[src/rtl/core/pcsatlb_pkg.sv]
// Shared types and constants for the per-CPU set-associative LRU TLB.
// Used by the controller, the datapath and the top level; depends on nothing.
`default_nettype none

package pcsatlb_pkg;

   // NUM_SETS is a power of two; the set is the low bits of the page number.
   localparam int NUM_CPUS = 4;
   localparam int NUM_SETS = 512;
   localparam int NUM_WAYS = 4;

   localparam int ROWS  = NUM_CPUS * NUM_SETS;
   localparam int CPU_W = (NUM_CPUS > 1) ? $clog2(NUM_CPUS) : 1;
   localparam int WAY_W = (NUM_WAYS > 1) ? $clog2(NUM_WAYS) : 1;
   localparam int SET_W = (NUM_SETS > 1) ? $clog2(NUM_SETS) : 1;
   localparam int ROW_W = (ROWS > 1) ? $clog2(ROWS) : 1;

   localparam logic CMD_ACCESS = 1'b0;
   localparam logic CMD_PROBE  = 1'b1;

   typedef struct packed {
      logic [63:0] page;
      logic [63:0] stamp;
   } way_type;

   typedef struct packed {
      logic [NUM_WAYS-1:0]          valid;
      way_type [NUM_WAYS-1:0]       way;
   } row_type;

   typedef enum logic [2:0] {
      ST_CLEAR,
      ST_IDLE,
      ST_LOOK,
      ST_EVICT,
      ST_WRITE
   } state_type;

   typedef struct packed {
      logic clr_step;
      logic start;
      logic probe_next;
      logic finish_access;
      logic evict_init;
      logic evict_step;
      logic finish_evict;
      logic finish_probe;
   } ctrl_cmd_type;

   typedef struct packed {
      logic clr_last;
      logic is_probe;
      logic hit;
      logic have_free;
      logic probe_last;
      logic evict_last;
      logic out_free;
   } dp_status_type;

endpackage

`default_nettype wire

[src/rtl/core/pcsatlb_ctrl.sv]
// Controller state machine for the TLB: sequences clearing, lookup, eviction and response.
// Depends on pcsatlb_pkg; drives the datapath through ctrl_cmd_type.
`default_nettype none

module pcsatlb_ctrl
   import pcsatlb_pkg::*;
(
   input  wire logic          clock,
   input  wire logic          reset,
   input  wire logic          req_valid,
   output logic               req_ready,
   input  wire dp_status_type status,
   output ctrl_cmd_type       cmd
);

   state_type state_ff;
   state_type state_in;

   always_ff @(posedge clock) begin
      if (reset) begin
         state_ff <= ST_CLEAR;
      end else begin
         state_ff <= state_in;
      end
   end

   always_comb begin
      state_in = state_ff;
      unique case (state_ff)
         ST_CLEAR: begin
            if (status.clr_last) state_in = ST_IDLE;
         end
         ST_IDLE: begin
            if (req_valid) state_in = ST_LOOK;
         end
         ST_LOOK: begin
            if (status.is_probe) begin
               if ((status.hit || status.probe_last) && status.out_free) state_in = ST_IDLE;
            end else if (status.hit || status.have_free) begin
               if (status.out_free) state_in = ST_IDLE;
            end else if (NUM_WAYS > 1) begin
               state_in = ST_EVICT;
            end else begin
               state_in = ST_WRITE;
            end
         end
         ST_EVICT: begin
            if (status.evict_last) state_in = ST_WRITE;
         end
         ST_WRITE: begin
            if (status.out_free) state_in = ST_IDLE;
         end
         default: state_in = ST_CLEAR;
      endcase
   end

   always_comb begin
      cmd       = '0;
      req_ready = 1'b0;
      unique case (state_ff)
         ST_CLEAR: begin
            cmd.clr_step = 1'b1;
         end
         ST_IDLE: begin
            req_ready = 1'b1;
            cmd.start = req_valid;
         end
         ST_LOOK: begin
            if (status.is_probe) begin
               if (status.hit || status.probe_last) begin
                  cmd.finish_probe = status.out_free;
               end else begin
                  cmd.probe_next = 1'b1;
               end
            end else if (status.hit || status.have_free) begin
               cmd.finish_access = status.out_free;
            end else begin
               cmd.evict_init = 1'b1;
            end
         end
         ST_EVICT: begin
            cmd.evict_step = 1'b1;
         end
         ST_WRITE: begin
            cmd.finish_evict = status.out_free;
         end
         default: begin
            cmd = '0;
         end
      endcase
   end

endmodule

`default_nettype wire

[config.mk]
export PLATFORM = sky130hd
export DESIGN_NAME = pcsatlb_ctrl
export DESIGN_NICKNAME = d
export VERILOG_FILES = /design/src/rtl/core/pcsatlb_pkg.sv /design/src/rtl/core/pcsatlb_ctrl.sv
export SDC_FILE = /design/constraint.sdc
export NUM_CORES = 1
export LEC_CHECK = 0
export BUFFER_PORTS_ARGS = -buffer_cell sky130_fd_sc_hd__buf_4
export CORE_AREA = 2 2 39 41
export CTS_CLUSTER_SIZE = 8
export DETAILED_ROUTE_END_ITERATION = 7
export DIE_AREA = 0 0 41 43
export PLACE_DENSITY = 0.62
export SLEW_MARGIN = 5
export SYNTH_ARGS = -nofsm -noshare
export SYNTH_HDL_FRONTEND = slang
export SYNTH_SLANG_ARGS = --single-unit
[constraint.sdc]
create_clock -name clock -period 2.52 [get_ports clock]
set_input_delay 0.126 -clock clock [delete_from_list [all_inputs] [get_ports clock]]
set_output_delay 0.126 -clock clock [all_outputs]
set_load 0.02 [all_outputs]
======== Yosys cells after proc, flatten, opt, wreduce, memory -nomap -nowiden ========
Index checks and enable logic that the tools add are counted.
cells by class
  equality and inequality tests ........... 8
  mux-type cells .......................... 22
  reduce and logical (&&, ||, !) cells .... 5
operator list
  operator                                                          number
  3-bit two-way mux                                                 8
  3-bit one-hot mux with 5 select lines                             1
  1-bit two-way mux                                                 12
  3-bit by 2-bit == test with 1-bit output (second input constant)  2
  2-bit != test (second input constant)                             3
  4-bit AND reduction                                               1
  3-bit by 1-bit == test with 1-bit output (second input constant)  1
  3-bit == test (second input constant)                             1
  3-bit zero test                                                   1
  3-bit != test (second input constant)                             1
  1-bit logical OR                                                  2
  2-bit two-way mux                                                 1
  1-bit logical AND                                                 1
word-level totals
  input port bits ......................... 10
  flip-flop bits (word level) ............. 3
  output and inout port bits .............. 9
  logic and storage cells ................. 36

======== Depth between registers and ports, before layout ========
  word-level depth ........................ 5
  gate-level depth with buffers ........... 5

======== Worst setup path before layout ========
Ideal clock, no wire load.
  path type ............................... register -> output
  from .................................... register state_ff[2]
  to ...................................... output port cmd[3] (netlist bit)
  setup slack ............................. 1.089 ns
  cell stages (with the launch flop) ...... 5
  buffers on the path ..................... 1
  arrival time ............................ 1.305 ns
  path through ............................ dfxtp_1 > buf_2 > nor2b_2 > nand2b_1 > nor4_1
RTL lines
  item                    line                text
  from (decl)             pcsatlb_ctrl.sv:16  state_type state_ff;
  from (signal assigned)  pcsatlb_ctrl.sv:23  state_ff <= state_in;
  to (decl)               pcsatlb_ctrl.sv:13  output ctrl_cmd_type cmd

==> impl_metrics.yaml <==
status:
  status: "finished, final reports clean"
flow_run:
  cap_violations: 0
critical_path:
  cp_data_arrival_time_ns: 1.47
  reg2reg_depth: 4
  path_class: "reg2out"
  cpPeakStageDelay_ns: 0.53
  slowest_stage: "dfxtp_1"
  rrSetupSlack_ns: 1.24
  cp-start-kind: "flip-flop"
  timing.rr.start: "state_ff[1]"
  path_max_fanout: 11
  endpoint_kind: "output pin"
  crit_required_ns: 2.39
  cp.buffers_inverters: 1
  crit_family: "flip-flops"
  path_cells: "nor2b_2, nand2b_1, nor4_1, buf_4"
  r2r_end: "state_ff[0]"
drt:
  drt_iter0_drc: 7
  wl_per_cell_um: 11.1
  highest_layer: "met3"
  drtPass1Iterations: 3
  wl_met1_um: 400
  vias: 398
  wl_met3_um: 74
  ant_nets: 0
  drc: 0
  wirelength_um: 885
  via_per_inst: 4.98
  wl_met2_um: 409
floorplan:
  floorplan.initialDensity: 0.250
  ios: 19
  die_w_um: 41
  dieArea_um2: 1760
  core_um2: 1380
  die_y_um: 43
  rows: 14
yosys:
  syn_nets: 55
  synth_area_per_cell_um2: 7.67
  yosys.area.top_type: "dfxtp_1"
  synth_top_area_frac: 0.174
  synth_cell_type_count: 29
  yosysWarnings: 0
  seq_area_frac_synth: 0.174
  synthesis.area_um2: 345
  syn_inst: 45
  synth_seq_cells: 3
  synth.area.top_cells: "dfxtp_1, nor2_1, nor3b_4, a32oi_2, o32ai_2"
timing:
  max_freq_mhz: 626
  fin_tns_setup_ns: 0
  slew_headroom: 0.707
  period_minus_slack_ns: 1.60
  finalSetupViolations: 0
  finalClockSkew_ns: 0.00333
  rsz0062_at_grt: "no"
  finalHoldViolCount: 0
  final-max-slew-violation-count: 0
  fin_hold_ws_ns: 0.0900
  timing.final.crit_share: 0.634
  worst_slack_ns: 0.922
  tightestPinTransition_ns: 0.439
cts:
  cts_hold_buf: 0
  ctsResizeCount: 0
  cts_htree_levels: 1
  cts_buffer_depth: 2
  post_cts_buffers: 0
  cts_tree: "built"
  cts.sinks: 3
  numCtsBuffers: 3
  clkLatencyLatePin_ns: 0.24
  path_clk_slew_ns: 0.04
  cts-root-buf: "clkbuf_4"
final_layout:
  largest_reg_flops: 3
  fin_cells: 80
  layout-drive-gt1-share: 0.469
  nets: 75
  regMostFlops: "state_ff"
  diodes: 0
  top_regs: "state_ff: 3 flops"
  synthToLayoutAreaGrowth_pct: 45.7
grt:
  grt_pass1_vias: 335
  antenna_found_initial: 0
  grt.overflow.total: 0
  grt_max_degree: 13
  groute.usage.overall: 0.112
  grt_first_pass_wirelength_mm: 1.35
min_path:
  hold_path_depth: 2
  timing.hold.worst_endpoint: "state_ff[1]"
  min_path_type: "in2reg"
  min_from: "reset"
placement:
  dp.cells: 76
  port_buffers: 18
  gp_congestion: 0.779
  place_ws_ns: 1.18
  detailed_place_hpwl_um: 679
power_and_ir_drop:
  p_leak_nw: 0.220
  p_per_area_nw_per_um2: 726
  ir_worst_vdd_uv: 238
## cell families (layout without fill, tap and decap cells)
group	after synthesis	after routing	share of synthesized area
multiplexers	1	1	0.0326
AND/OR/NAND/NOR	25	25	0.442
AO/OA/AOI/OAI	11	11	0.261
flip-flops	3	3	0.174
buffers and inverters	5	24	0.0906
## Yosys cell counts (all sizes together)
cell / count
o31ai: 1
a221o: 1
nor2b: 2
nor2: 8
a32oi: 1
o21ai: 4
buf: 3
a21oi: 2
nor3b: 1
nor3: 4
and2: 2
and3: 2
inv: 2
a31oi: 1
o32ai: 1
nand2b: 1
nor4: 2
mux2: 1
nand2: 3
dfxtp: 3
## per-layer routing
metal / vias up / GRT usage
met1: 180 / 0.128
met2: 15 / 0.169
met5: - / 0
li1: 203 / -
met3: 0 / 0.0314
met4: 0 / 0.0800
## through the flow
step	area [µm²]	total power [W]	utilization
after global routing	503	0.000393	0.363
after floorplan	345	0.000226	-
after detailed placement	477	0.000278	0.344
final	503	0.000365	0.363
after global placement	477	0.000277	0.344
after CTS	503	0.000371	0.363
## worst max path at each step
stage | startpoint | endpoint | slack (ns) | cells past startpoint
floorplan | state_ff[2] | cmd[3] | 1.09 | 4
global placement | state_ff[1] | cmd[3] | 1.21 | 4
detailed placement | state_ff[1] | cmd[3] | 1.18 | 4
CTS | state_ff[1] | cmd[3] | 0.91 | 4
global route | state_ff[1] | cmd[3] | 0.79 | 4
finish | state_ff[1] | cmd[3] | 0.92 | 4
## cells in the final DEF, fill, tap and decap left out
master	n
a21oi_1	2
a221o_1	1
a31oi_1	1
a32oi_2	1
and2_1	2
and3_1	2
buf_4	18
clkbuf_1	1
clkbuf_4	3
dfxtp_1	3
inv_1	1
inv_2	1
mux2_1	1
nand2_1	3
nand2b_1	1
nor2_1	7
nor2_2	1
nor2b_1	1
nor2b_2	1
nor3_1	3
nor3_2	1
nor3b_4	1
nor4_1	1
nor4_2	1
o21ai_0	2
o21ai_1	1
o21ai_2	1
o31ai_1	1
o32ai_2	1
## area by class of cell
| cell class | count | area, µm² |
|---|---|---|
| Tap cell | 16 | 20.0 |
| Timing Repair Buffer | 18 | 135 |
| Multi-Input combinational cell | 37 | 254 |
| Inverter | 2 | 7.51 |
| Clock buffer | 4 | 26.3 |
| Sequential cell | 3 | 60.1 |
| Fill cell | 161 | 881 |
## report_power, final
group | switching [W] | internal [W] | leakage, nW
sequential | 0.0000353 | 0.0000585 | 0.0245
combinational | 0.0000923 | 0.0000903 | 0.180
clock | 0.0000291 | 0.0000596 | 0.0150
total | 0.000157 | 0.000208 | 0.220
No activity file was read; power rests on OpenSTA's default activity.
